**src/rtl/scp_pkg.sv**
```systemverilog
// Shared types, constants and CRC helpers for the serial command parser.
package scp_pkg;

  localparam int unsigned HIST_DEPTH  = 5;
  localparam int unsigned COUNT_W     = 6;
  localparam int unsigned COUNT_LIMIT = 40;
  localparam int unsigned Q_DEPTH     = 4;
  localparam int unsigned Q_AW        = $clog2(Q_DEPTH);
  localparam int unsigned Q_CW        = $clog2(Q_DEPTH + 1);
  localparam int unsigned IDX_W       = 3;

  localparam logic [7:0]  REQ_B0    = 8'h10;
  localparam logic [7:0]  REQ_B1    = 8'h18;
  localparam logic [7:0]  SPD_B0    = 8'h06;
  localparam logic [7:0]  SPD_B1    = 8'h10;
  localparam logic [7:0]  SPD_B2    = 8'h07;
  localparam logic [7:0]  HDR_ADDR  = 8'h0B;
  localparam logic [7:0]  HDR_FUNC  = 8'h03;
  localparam logic [7:0]  HDR_LEN   = 8'h02;
  localparam logic [15:0] CRC_INIT  = 16'hFFFF;
  localparam logic [15:0] CRC_POLY  = 16'hA001;

  localparam logic [IDX_W-1:0] IDX_POS_HI = 3'd3;
  localparam logic [IDX_W-1:0] IDX_POS_LO = 3'd4;
  localparam logic [IDX_W-1:0] IDX_CRC_LO = 3'd5;
  localparam logic [IDX_W-1:0] IDX_CRC_HI = 3'd6;

  typedef enum logic {
    KIND_REPLY = 1'b0,
    KIND_SPEED = 1'b1
  } kind_e;

  typedef enum logic {
    ST_IDLE,
    ST_REPLY
  } back_state_e;

  typedef struct packed {
    kind_e       kind;
    logic [15:0] data;
  } cmd_t;

  typedef struct packed {
    logic valid;
    cmd_t cmd;
  } push_t;

  function automatic logic [15:0] crc_byte(input logic [15:0] acc, input logic [7:0] b);
    logic [15:0] c;
    c = acc ^ {8'h00, b};
    for (int i = 0; i < 8; i++) begin
      c = c[0] ? ((c >> 1) ^ CRC_POLY) : (c >> 1);
    end
    return c;
  endfunction

  function automatic logic [7:0] reply_byte(input logic [IDX_W-1:0] idx,
                                            input logic [15:0] pos,
                                            input logic [15:0] crc);
    logic [7:0] b;
    unique case (idx)
      3'd0:       b = HDR_ADDR;
      3'd1:       b = HDR_FUNC;
      3'd2:       b = HDR_LEN;
      IDX_POS_HI: b = pos[15:8];
      IDX_POS_LO: b = pos[7:0];
      IDX_CRC_LO: b = crc[7:0];
      IDX_CRC_HI: b = crc[15:8];
      default:    b = 8'h00;
    endcase
    return b;
  endfunction

endpackage

```
**src/rtl/serial_command_parser_with_crc_reply.sv**
```systemverilog
// Top level: serial command parser with CRC-16 position reply.
//
//   channel | handshake               | payload
//   --------+-------------------------+------------------------------------------
//   in      | in_valid_i / in_ready_o | rx_byte_i, position_value_i
//   out     | out_valid_o/out_ready_i | kind_o, tx_byte_o, speed_word_o, last_o
//
// One input beat per cycle while the four-entry command queue has room.
// A position reply leaves as seven output beats, one per cycle while
// out_ready_i is high, the first registered in the cycle that pops its
// command; the reply engine emits one byte per cycle. A speed update leaves
// as a single beat. Reset clears window, count, queue and output valid flag.
// Output stalls back up into the queue, then into in_ready_o.
module serial_command_parser_with_crc_reply (
  input  logic        clk_i,
  input  logic        rst_ni,
  input  logic        in_valid_i,
  output logic        in_ready_o,
  input  logic [7:0]  rx_byte_i,
  input  logic [15:0] position_value_i,
  output logic        out_valid_o,
  input  logic        out_ready_i,
  output logic        kind_o,
  output logic [7:0]  tx_byte_o,
  output logic [15:0] speed_word_o,
  output logic        last_o
);

  scp_pkg::push_t push;
  scp_pkg::cmd_t  head;
  logic           full;
  logic           empty;
  logic           pop;

  scp_front u_front (
    .clk_i            (clk_i),
    .rst_ni           (rst_ni),
    .in_valid_i       (in_valid_i),
    .in_ready_o       (in_ready_o),
    .rx_byte_i        (rx_byte_i),
    .position_value_i (position_value_i),
    .full_i           (full),
    .push_o           (push)
  );

  scp_fifo u_fifo (
    .clk_i   (clk_i),
    .rst_ni  (rst_ni),
    .push_i  (push),
    .full_o  (full),
    .pop_i   (pop),
    .empty_o (empty),
    .head_o  (head)
  );

  scp_back u_back (
    .clk_i        (clk_i),
    .rst_ni       (rst_ni),
    .empty_i      (empty),
    .head_i       (head),
    .pop_o        (pop),
    .out_valid_o  (out_valid_o),
    .out_ready_i  (out_ready_i),
    .kind_o       (kind_o),
    .tx_byte_o    (tx_byte_o),
    .speed_word_o (speed_word_o),
    .last_o       (last_o)
  );

endmodule

```
**src/rtl/scp_front.sv**
```systemverilog
// Front end: byte window, frame count and command classification.
module scp_front (
  input  logic                 clk_i,
  input  logic                 rst_ni,
  input  logic                 in_valid_i,
  output logic                 in_ready_o,
  input  logic [7:0]           rx_byte_i,
  input  logic [15:0]          position_value_i,
  input  logic                 full_i,
  output scp_pkg::push_t       push_o
);

  logic [7:0]                  hist_q [scp_pkg::HIST_DEPTH];
  logic [7:0]                  hist_d [scp_pkg::HIST_DEPTH];
  logic [scp_pkg::COUNT_W-1:0] cnt_q, cnt_d;
  logic [scp_pkg::COUNT_W:0]   cnt_inc;
  logic                        accept;
  logic                        armed;
  logic                        hit_req;
  logic                        hit_spd;

  assign in_ready_o = !full_i;
  assign accept     = in_valid_i && in_ready_o;
  assign cnt_inc    = {1'b0, cnt_q} + 1'b1;
  assign armed      = cnt_inc > (scp_pkg::COUNT_W+1)'(5);

  // window as it stands after this byte: oldest hist_q[1], newest rx_byte_i
  assign hit_req = armed && hist_q[4] == scp_pkg::REQ_B0 && rx_byte_i == scp_pkg::REQ_B1;
  assign hit_spd = armed && !hit_req && hist_q[1] == scp_pkg::SPD_B0
                   && hist_q[2] == scp_pkg::SPD_B1 && hist_q[3] == scp_pkg::SPD_B2;

  always_comb begin
    for (int i = 0; i < scp_pkg::HIST_DEPTH - 1; i++) begin
      hist_d[i] = hist_q[i+1];
    end
    hist_d[scp_pkg::HIST_DEPTH-1] = rx_byte_i;
  end

  always_comb begin
    if (hit_req || hit_spd) begin
      cnt_d = '0;
    end else if (cnt_inc > (scp_pkg::COUNT_W+1)'(scp_pkg::COUNT_LIMIT)) begin
      cnt_d = '0;
    end else begin
      cnt_d = cnt_inc[scp_pkg::COUNT_W-1:0];
    end
  end

  always_comb begin
    push_o.valid = accept && (hit_req || hit_spd);
    if (hit_req) begin
      push_o.cmd.kind = scp_pkg::KIND_REPLY;
      push_o.cmd.data = position_value_i;
    end else begin
      push_o.cmd.kind = scp_pkg::KIND_SPEED;
      push_o.cmd.data = {hist_q[4], rx_byte_i};
    end
  end

  always_ff @(posedge clk_i or negedge rst_ni) begin
    if (!rst_ni) begin
      cnt_q <= '0;
      for (int i = 0; i < scp_pkg::HIST_DEPTH; i++) begin
        hist_q[i] <= '0;
      end
    end else if (accept) begin
      cnt_q  <= cnt_d;
      hist_q <= hist_d;
    end
  end

endmodule

```
**src/rtl/scp_fifo.sv**
```systemverilog
// Short command queue between the front end and the reply engine.
module scp_fifo (
  input  logic            clk_i,
  input  logic            rst_ni,
  input  scp_pkg::push_t  push_i,
  output logic            full_o,
  input  logic            pop_i,
  output logic            empty_o,
  output scp_pkg::cmd_t   head_o
);

  scp_pkg::cmd_t            mem_q [scp_pkg::Q_DEPTH];
  logic [scp_pkg::Q_AW-1:0] wr_ptr_q, rd_ptr_q;
  logic [scp_pkg::Q_CW-1:0] cnt_q, cnt_d;
  logic                     do_push, do_pop;

  assign full_o  = cnt_q == scp_pkg::Q_CW'(scp_pkg::Q_DEPTH);
  assign empty_o = cnt_q == '0;
  assign do_push = push_i.valid && !full_o;
  assign do_pop  = pop_i && !empty_o;
  assign head_o  = mem_q[rd_ptr_q];

  always_comb begin
    cnt_d = cnt_q;
    if (do_push && !do_pop) begin
      cnt_d = cnt_q + 1'b1;
    end else if (do_pop && !do_push) begin
      cnt_d = cnt_q - 1'b1;
    end
  end

  always_ff @(posedge clk_i) begin
    if (do_push) begin
      mem_q[wr_ptr_q] <= push_i.cmd;
    end
  end

  always_ff @(posedge clk_i or negedge rst_ni) begin
    if (!rst_ni) begin
      wr_ptr_q <= '0;
      rd_ptr_q <= '0;
      cnt_q    <= '0;
    end else begin
      if (do_push) begin
        wr_ptr_q <= wr_ptr_q + 1'b1;
      end
      if (do_pop) begin
        rd_ptr_q <= rd_ptr_q + 1'b1;
      end
      cnt_q <= cnt_d;
    end
  end

  a_no_overflow: assert property (@(posedge clk_i) disable iff (!rst_ni)
    !(push_i.valid && full_o))
    else $error("command pushed into a full queue");

  a_no_underflow: assert property (@(posedge clk_i) disable iff (!rst_ni)
    !(pop_i && empty_o))
    else $error("command popped from an empty queue");

  a_ptr_gap: assert property (@(posedge clk_i) disable iff (!rst_ni)
    (cnt_q != '0 && cnt_q != scp_pkg::Q_CW'(scp_pkg::Q_DEPTH)) |->
      (scp_pkg::Q_AW'(wr_ptr_q - rd_ptr_q) == cnt_q[scp_pkg::Q_AW-1:0]))
    else $error("queue pointers disagree with fill count");

endmodule

```
**src/rtl/scp_back.sv**
```systemverilog
// Back end: turns queued commands into reply bytes or speed updates.
module scp_back (
  input  logic          clk_i,
  input  logic          rst_ni,
  input  logic          empty_i,
  input  scp_pkg::cmd_t head_i,
  output logic          pop_o,
  output logic          out_valid_o,
  input  logic          out_ready_i,
  output logic          kind_o,
  output logic [7:0]    tx_byte_o,
  output logic [15:0]   speed_word_o,
  output logic          last_o
);

  scp_pkg::back_state_e      state_q, state_d;
  logic [scp_pkg::IDX_W-1:0] idx_q;
  logic [15:0]               pos_q;
  logic [15:0]               crc_q;
  logic                      load_en;
  logic                      produce;
  logic                      start_reply;
  logic                      kind_b;
  logic [7:0]                tx_b;
  logic [15:0]               spd_b;
  logic                      last_b;
  logic [15:0]               crc_base;
  logic                      out_valid_q;
  logic                      kind_q;
  logic [7:0]                tx_q;
  logic [15:0]               spd_q;
  logic                      last_q;

  assign load_en  = !out_valid_q || out_ready_i;
  assign crc_base = (state_q == scp_pkg::ST_IDLE) ? scp_pkg::CRC_INIT : crc_q;

  always_comb begin
    state_d = state_q;
    unique case (state_q)
      scp_pkg::ST_IDLE: begin
        if (start_reply) begin
          state_d = scp_pkg::ST_REPLY;
        end
      end
      scp_pkg::ST_REPLY: begin
        if (produce && idx_q == scp_pkg::IDX_CRC_HI) begin
          state_d = scp_pkg::ST_IDLE;
        end
      end
      default: state_d = scp_pkg::ST_IDLE;
    endcase
  end

  always_comb begin
    pop_o       = 1'b0;
    produce     = 1'b0;
    start_reply = 1'b0;
    kind_b      = scp_pkg::KIND_REPLY;
    tx_b        = '0;
    spd_b       = '0;
    last_b      = 1'b0;
    unique case (state_q)
      scp_pkg::ST_IDLE: begin
        if (!empty_i && load_en) begin
          pop_o   = 1'b1;
          produce = 1'b1;
          if (head_i.kind == scp_pkg::KIND_SPEED) begin
            kind_b = scp_pkg::KIND_SPEED;
            spd_b  = head_i.data;
            last_b = 1'b1;
          end else begin
            start_reply = 1'b1;
            tx_b        = scp_pkg::HDR_ADDR;
          end
        end
      end
      scp_pkg::ST_REPLY: begin
        if (load_en) begin
          produce = 1'b1;
          tx_b    = scp_pkg::reply_byte(idx_q, pos_q, crc_q);
          last_b  = idx_q == scp_pkg::IDX_CRC_HI;
        end
      end
      default: ;
    endcase
  end

  always_ff @(posedge clk_i or negedge rst_ni) begin
    if (!rst_ni) begin
      state_q     <= scp_pkg::ST_IDLE;
      idx_q       <= '0;
      out_valid_q <= 1'b0;
    end else begin
      state_q <= state_d;
      if (start_reply) begin
        idx_q <= scp_pkg::IDX_W'(1);
      end else if (produce && state_q == scp_pkg::ST_REPLY) begin
        idx_q <= idx_q + 1'b1;
      end
      if (load_en) begin
        out_valid_q <= produce;
      end
    end
  end

  always_ff @(posedge clk_i) begin
    if (start_reply) begin
      pos_q <= head_i.data;
    end
    if (start_reply || (produce && state_q == scp_pkg::ST_REPLY
                        && idx_q < scp_pkg::IDX_CRC_LO)) begin
      crc_q <= scp_pkg::crc_byte(crc_base, tx_b);
    end
    if (produce) begin
      kind_q <= kind_b;
      tx_q   <= tx_b;
      spd_q  <= spd_b;
      last_q <= last_b;
    end
  end

  assign out_valid_o  = out_valid_q;
  assign kind_o       = kind_q;
  assign tx_byte_o    = tx_q;
  assign speed_word_o = spd_q;
  assign last_o       = last_q;

  a_speed_is_last: assert property (@(posedge clk_i) disable iff (!rst_ni)
    (out_valid_o && kind_o) |-> last_o)
    else $error("speed update beat without last");

  a_reply_idx: assert property (@(posedge clk_i) disable iff (!rst_ni)
    (state_q == scp_pkg::ST_REPLY) |-> (idx_q != '0 && idx_q <= scp_pkg::IDX_CRC_HI))
    else $error("reply byte index out of range");

  a_out_hold: assert property (@(posedge clk_i) disable iff (!rst_ni)
    (out_valid_o && !out_ready_i) |=>
      (out_valid_o && $stable(kind_o) && $stable(tx_byte_o)
       && $stable(speed_word_o) && $stable(last_o)))
    else $error("output beat changed while stalled");

endmodule
```
**config.mk**
```make
export PLATFORM = sky130hd
export DESIGN_NAME = serial_command_parser_with_crc_reply
export DESIGN_NICKNAME = d
export VERILOG_FILES = /design/src/rtl/scp_pkg.sv /design/src/rtl/serial_command_parser_with_crc_reply.sv /design/src/rtl/scp_front.sv /design/src/rtl/scp_fifo.sv /design/src/rtl/scp_back.sv
export SDC_FILE = /design/constraint.sdc
export NUM_CORES = 1
export LEC_CHECK = 0
export BUFFER_PORTS_ARGS = -buffer_cell sky130_fd_sc_hd__buf_4
export CAP_MARGIN = 20
export CORE_UTILIZATION = 56
export DETAILED_ROUTE_END_ITERATION = 10
export GPL_ROUTABILITY_DRIVEN = 1
export PLACE_DENSITY = 0.72
export SETUP_SLACK_MARGIN = 0.05
export SLEW_MARGIN = 20
export SYNTH_ARGS = -nofsm -noshare
export SYNTH_HDL_FRONTEND = slang
export SYNTH_SLANG_ARGS = --single-unit
```
**constraint.sdc**
```tcl
create_clock -name clk_i -period 3.78 [get_ports clk_i]
set_input_delay 0.756 -clock clk_i [delete_from_list [all_inputs] [get_ports clk_i]]
set_output_delay 0.756 -clock clk_i [all_outputs]
set_load 0.005 [all_outputs]
```
## Yosys cells after proc, flatten, opt, wreduce, memory -nomap -nowiden

Memory sizes are Yosys's and may differ from the RTL's.
Cells that the tools add are included.

| storage, ports and cells | value |
|---|---|
| memory bits (writable) | 68 |
| register bits after elaboration | 108 |
| output and inout bits | 28 |
| memories kept | 1 |
| input port bits | 28 |

Memory list:

| name | depth | bits a word | read ports | clocked after memory_dff | write ports | line | source |
|---|---|---|---|---|---|---|---|
| u_fifo.mem_q | 4 | 17 | 1 | 0 | 1 | scp_fifo.sv:12 | `scp_pkg::cmd_t mem_q [scp_pkg::Q_DEPTH];` |

| cells by class | value |
|---|---|
| bitwise operators | 12 |
| muxes and demuxes | 37 |
| equality and inequality tests | 12 |
| add/sub/neg operators | 6 |
| reductions and logical operators | 30 |
| order comparisons | 3 |

Operators with widths:

| operator | count |
|---|---|
| 16-bit 2-to-1 mux | 8 |
| 8-bit case mux with 7 select lines | 1 |
| 8-bit by 5-bit equality test with 1-bit output (second input constant) | 3 |
| 2-bit NOT with 3-bit output | 8 |
| 17-bit 2-to-1 mux | 1 |
| 8-bit by 3-bit equality test with 1-bit output (second input constant) | 2 |
| 1-bit logical AND | 16 |
| 8-bit 2-to-1 mux | 2 |
| 8-bit case mux with 2 select lines | 1 |
| 16-bit by 8-bit bitwise XOR with 16-bit output | 1 |
| 14-bit 2-to-1 mux | 1 |
| 1-bit 2-to-1 mux | 13 |
| 3-bit equality test (second input constant) | 4 |
| 3-bit 2-to-1 mux | 4 |
| 6-bit 2-to-1 mux | 2 |
| 6-bit by 1-bit adder with 7-bit output (second input constant) | 1 |
| 7-bit by 3-bit greater-than comparator with 1-bit output (second input constant) | 1 |
| 7-bit by 6-bit greater-than comparator with 1-bit output (second input constant) | 1 |
| 3-bit by 1-bit adder with 3-bit output (second input constant) | 2 |
| 3-bit by 2-bit equality test with 1-bit output (second input constant) | 2 |
| 1-bit zero test | 6 |
| 3-bit zero test | 2 |
| 1-bit case mux with 2 select lines | 3 |
| 2-bit by 1-bit adder with 2-bit output (second input constant) | 2 |
| 8 further kinds | 13 |

## Logic depth before layout (Yosys ltp)

| depth | value |
|---|---|
| depth after elaboration | 22 |
| depth in mapped cells | 14 |

## Modules after synthesis

A second synthesis with hierarchy kept.

| second synthesis, totals | value |
|---|---|
| cells, all modules | 570 |
| area, all modules | 7,747.4 um2 |

By module, submodules not included:

| module | instances | area each (um2) | cells each |
|---|---|---|---|
| scp_fifo | 1 | 2,925.3 | 125 |
| scp_back | 1 | 2,920.3 | 218 |
| scp_front | 1 | 1,901.8 | 227 |

## Worst setup path before layout

OpenSTA, ideal clock, no wires.

| path | value |
|---|---|
| path kind | reg2reg |
| start | register u_fifo.rd_ptr_q[0] in the netlist's numbering |
| end | register u_back.crc_q[14] (data pin) |
| data arrival time | 2.963 ns |
| buffers on the path | 2 |
| setup slack | 0.554 ns |
| cell stages (with the launch flop) | 10 |
| clock period less this slack | 3.226 ns |
| cell sequence | dfrtp_1 > buf_6 > mux4_2 > or4_4 > buf_6 > inv_1 > nor2_1 > a221oi_4 > xnor3_1 > xor2_1 |

| between the ends | value |
|---|---|
| longest elaborated chain between the ends | 13 |
| elaborated cells on any way between the ends | 14 |
| those cells by class | mux (10); bitwise (3); memory (1) |

RTL lines:

| what | line | source |
|---|---|---|
| start, declared | scp_fifo.sv:13 | `logic [scp_pkg::Q_AW-1:0] wr_ptr_q, rd_ptr_q;` |
| start signal, assigned | scp_fifo.sv:48 | `rd_ptr_q <= rd_ptr_q + 1'b1;` |
| memory read 4 x 17 bit * | - |  |
| 4-bit 2-to-1 mux * | scp_back.sv:67 | `if (head_i.kind == scp_pkg::KIND_SPEED) begin` |
| 8-bit 2-to-1 mux * | scp_back.sv:64 | `if (!empty_i && load_en) begin` |
| 8-bit case mux with 2 select lines * | scp_back.sv:62 | `unique case (state_q)` |
| 16-bit by 8-bit bitwise XOR with 16-bit output * | scp_pkg.sv:50 | `c = acc ^ {8'h00, b};` |
| 16-bit 2-to-1 mux * (2 in a row) | scp_pkg.sv:52 | `c = c[0] ? ((c >> 1) ^ CRC_POLY) : (c >> 1);` |
| 2-bit NOT with 3-bit output (no source line) or 16-bit 2-to-1 mux (tied branches) | - |  |
| 16-bit 2-to-1 mux * (5 in a row) | scp_pkg.sv:52 |  |
| end signal, assigned | scp_back.sv:112 | `crc_q <= scp_pkg::crc_byte(crc_base, tx_b);` |
| end, declared | scp_back.sv:19 | `logic [15:0] crc_q;` |

Every way passes the cells marked *; elsewhere a longest branch is shown, timed or not.
A chain may end at the register's enable or synchronous reset.

## Worst setup path after layout

| path | value |
|---|---|
| start | register u_back.idx_q[2] in the netlist's numbering |
| end | register u_back.crc_q[14] (data pin) |

| between the ends | value |
|---|---|
| longest elaborated chain between the ends | 13 |
| elaborated cells on any way between the ends | 24 |
| those cells by class | eq/ne (6); mux (10); bitwise (7); reduce/logical (1) |

RTL lines:

| what | line | source |
|---|---|---|
| start, declared | scp_back.sv:17 | `logic [scp_pkg::IDX_W-1:0] idx_q;` |
| start signal, assigned | scp_back.sv:96 | `idx_q <= scp_pkg::IDX_W'(1);` |
| start signal, assigned | scp_back.sv:98 | `idx_q <= idx_q + 1'b1;` |
| 3-bit equality test, or another cell as far along | scp_pkg.sv:61 | `unique case (idx)` |
| 8-bit case mux with 7 select lines * | scp_pkg.sv:61 |  |
| 8-bit 2-to-1 mux * | scp_back.sv:78 | `if (load_en) begin` |
| 8-bit case mux with 2 select lines * | scp_back.sv:62 |  |
| 16-bit by 8-bit bitwise XOR with 16-bit output * | scp_pkg.sv:50 |  |
| 16-bit 2-to-1 mux * (5 in a row) | scp_pkg.sv:52 |  |
| 2-bit NOT with 3-bit output (no source line) or 16-bit 2-to-1 mux (tied branches) | - |  |
| 16-bit 2-to-1 mux * (2 in a row) | scp_pkg.sv:52 |  |

Marks and branches as above.

==> reports/qor.csv <==
metric,value,unit
arrival,3.43,ns
worstPathRequired,3.95,ns
clk_latency,0.43,ns
slew-limit-headroom,53.06,%
criticalPathCategory,flip-flop to flip-flop,
syn_area_per_cell,15.49,um^2
synthAdderAreaFrac,2.392,%
die-area,14110,um^2
crit_start,u_back.idx_q[2],
p_leak,3.513,nW
syn_inst,493,
cap_violations,0,
rsz0062_at_grt,no,
ys_ff_latch,176,
clk_pin_slew,0.07,ns
via_per_inst,5.636,
grt_pass1_vias,4338,
synth_mux_area_share,11.04,%
yosys.area_share.simple,7.782,%
max_freq,306.7,MHz
fp.dieH,118.8,um
status,completed,
synth_compound_area_share,6.193,%
cts_max_path_buffers,2,
num_vias,4210,
grt_pass1_wl,23070,um
area_growth_syn_to_layout,16.35,%
r2r_setup_slack,0.52,ns
synth_top_family_by_area,multiplexers,
numPortBuffers,55,
period_share,86.26,%
post_cts_resized,0,
cp_slowest_cell,dfrtp_1,
grt.total_usage,22.17,%
critPathMaxFanout,10,
ys_dominant_reg_cell,edfxtp_1,
dp.cells,715,
cts-root-buf,clkbuf_16,
setup_tns,0,ns
p_per_area,823.1,nW/um^2
cts_made_buffers,17,
die_w,118.8,um
synth_edf_count,126,
post_cts_buffers,0,
min_period,3.260,ns
synth_xor_area_share,4.604,%
worst_clock_skew,0.01735,ns
tritoncts,yes,
netlist_area,7637,um^2
yosys.area.top_type,edfxtp_1,
final_cells,747,
core,13300,um^2
setup_viol,0,
min-delay-path-class,input pin to asynchronous set/reset pin,
yosysTopAreaCellShare,49.54,%
async_flop_share,28.41,%
path_cells,inv_1 > ha_1 > or4_1 > nand3_2 > a41o_1 > mux2i_2 > a221oi_4 > xnor3_1 > xor2_1,
antenna_found_initial,0,
slew_violations,0,
ant_nets,0,
worst_slew_pin_slew,0.7010,ns
gp_congestion,0.8796,
synth_cell_types,57,
grt-ovfl-total,0,
layout-drive-gt1-share,28.02,%
ios,56,
nets,600,
grt_max_degree,51,
ir_drop,0.4264,mV
drtIter0Drc,282,
wire_per_inst,18.87,um
synth.area.top_cells,"edfxtp_1 (50%), dfrtp_1 (16%), mux2_2 (5.6%)",
finalHoldViolCount,0,
syn_nets,535,
wl,14100,um
cts.sinks,176,
reg2reg_from,u_back.idx_q[2],
rows,42,
yosysWarnings,0,
synth_seq_area_share,65.92,%
pre_cts_slack,0.5544,ns
fillers,921,
utilization,66.84,%
antenna_cells,0,
h-tree-depth,4,
postCtsHoldBufs,0,
detail_route.first_pass.iterations,4,
setup_ws,0.5196,ns
critPathCaptureType,flip-flop,
critical-path-max-stage-delay,0.49,ns
start_kind,flip-flop,
drc,0,
start_util,57.44,%
hpwl,9792,um
cell type report:
class / count / area, um^2 / share of cell area (%)
sequential: 176 / 5035 / 56.66
multi-input combinational: 279 / 2445 / 27.51
timing repair buffer: 68 / 510.5 / 5.745
clock buffer: 17 / 425.4 / 4.787
tap: 176 / 220.2 / 2.478
clock inverter: 15 / 190.2 / 2.140
inverter: 16 / 60.06 / 0.6759
per-stage QoR:
step                      area, um^2  hold slack, ns  total power [mW]
after detailed placement        8270          0.4850             5.590
after floorplan                 7637          0.4604             4.926
after global placement          8270          0.4818             5.499
after CTS                       8886          0.3598             7.375
final                           8886          0.3482             7.315
after global routing            8886          0.3956             7.725
state kept, by name, summed over array words and instances (netlist names):
name                 flops
u_back.crc_q            16
u_back.idx_q             3
u_back.kind_o            1
u_back.last_o            1
u_back.out_valid_o       1
u_back.pos_q            16
u_back.speed_word_o     16
u_back.state_q           1
u_back.tx_byte_o         8
u_fifo.cnt_q             3
u_fifo.mem_q            68
u_fifo.rd_ptr_q          2
u_fifo.wr_ptr_q          2
u_front.cnt_q            6
u_front.hist_d          32
cells in the mapped netlist, drive strengths merged, types with 2 or more instances:
library cell,n
a2bb2oi,2
xnor3,2
nand2,27
nor3,4
nand3,7
o21ai,13
mux2,38
mux4,17
xor2,17
ha,13
a21o,14
nor4bb,4
a22o,2
nand2b,11
nor2,17
nor4,5
a21oi,9
edfxtp,126
or2,2
nor2b,5
o21bai,2
a211o,2
inv,16
nand4,2
a211oi,2
or4,2
and3,17
o22ai,2
xnor2,17
buf,4
a222oi,5
clkbuf,18
and2,5
dfrtp,50
per-layer routing:
| layer | part of all wire, % | routed length [um] | vias to the layer above | track usage [%] |
|---|---|---|---|---|
| li1 | - | - | 1986 | - |
| met1 | 45 | 6355 | 2100 | 29.25 |
| met2 | 49 | 6960 | 105 | 36.11 |
| met3 | 3.9 | 556 | 19 | 4.537 |
| met4 | 1.6 | 223 | 0 | 9.098 |
| met5 | 0 | 0 | - | 0 |
logic make-up (layout without fill, tap and decap cells):
kind of cell | count (synthesis) | count (layout)
adder cells (fa/ha/maj) | 14 | 14
XOR/XNOR | 36 | 36
multiplexers | 56 | 56
AO/OA/AOI/OAI | 63 | 63
AND/OR/NAND/NOR | 110 | 110
buffers and inverters | 38 | 116
flip-flops | 176 | 176
worst max-delay path, delay by kind of cell (launching register included):
| family | cells | cell delay [ns] |
|---|---|---|
| and+or+nand+nor | 2 | 0.63 |
| xor gates and xnor gates | 2 | 0.60 |
| AOI/OAI and AO/OA | 2 | 0.59 |
| DFF | 1 | 0.49 |
| adders and majority gates | 1 | 0.34 |
| buffers and inverters | 1 | 0.21 |
| muxes | 1 | 0.13 |
path summary, 6_finish.rpt:
| check | end | cells past startpoint |
|---|---|---|
| max in group asynchronous | u_back.out_valid_o | 1 |
| min reg2reg | u_front.hist_d[33] | 1 |
| max reg2reg | u_back.crc_q[14] | 9 |
| max | u_back.crc_q[14] | 9 |
| min | u_front.hist_d[28] | 1 |
| min in group clk_i | u_front.hist_d[33] | 1 |
layout by cell type, fill, tap and decap left out, types with 14 or more instances in the layout:
cell type / n
buf_4: 68
edfxtp_1: 126
a21o_1: 14
dfrtp_1: 50
xnor2_1: 16
clkbuf_16: 17
xor2_1: 17
nor2_1: 17
and3_1: 17
inv_1: 15
nand2_1: 27
mux2_2: 38
report_power, final:
group	switching, mW	internal [mW]	total (mW)
logic	1.21	1.22	2.43
registers	0.362	2.76	3.12
clock network	0.807	0.953	1.76
(Power assumes the default switching activity.)
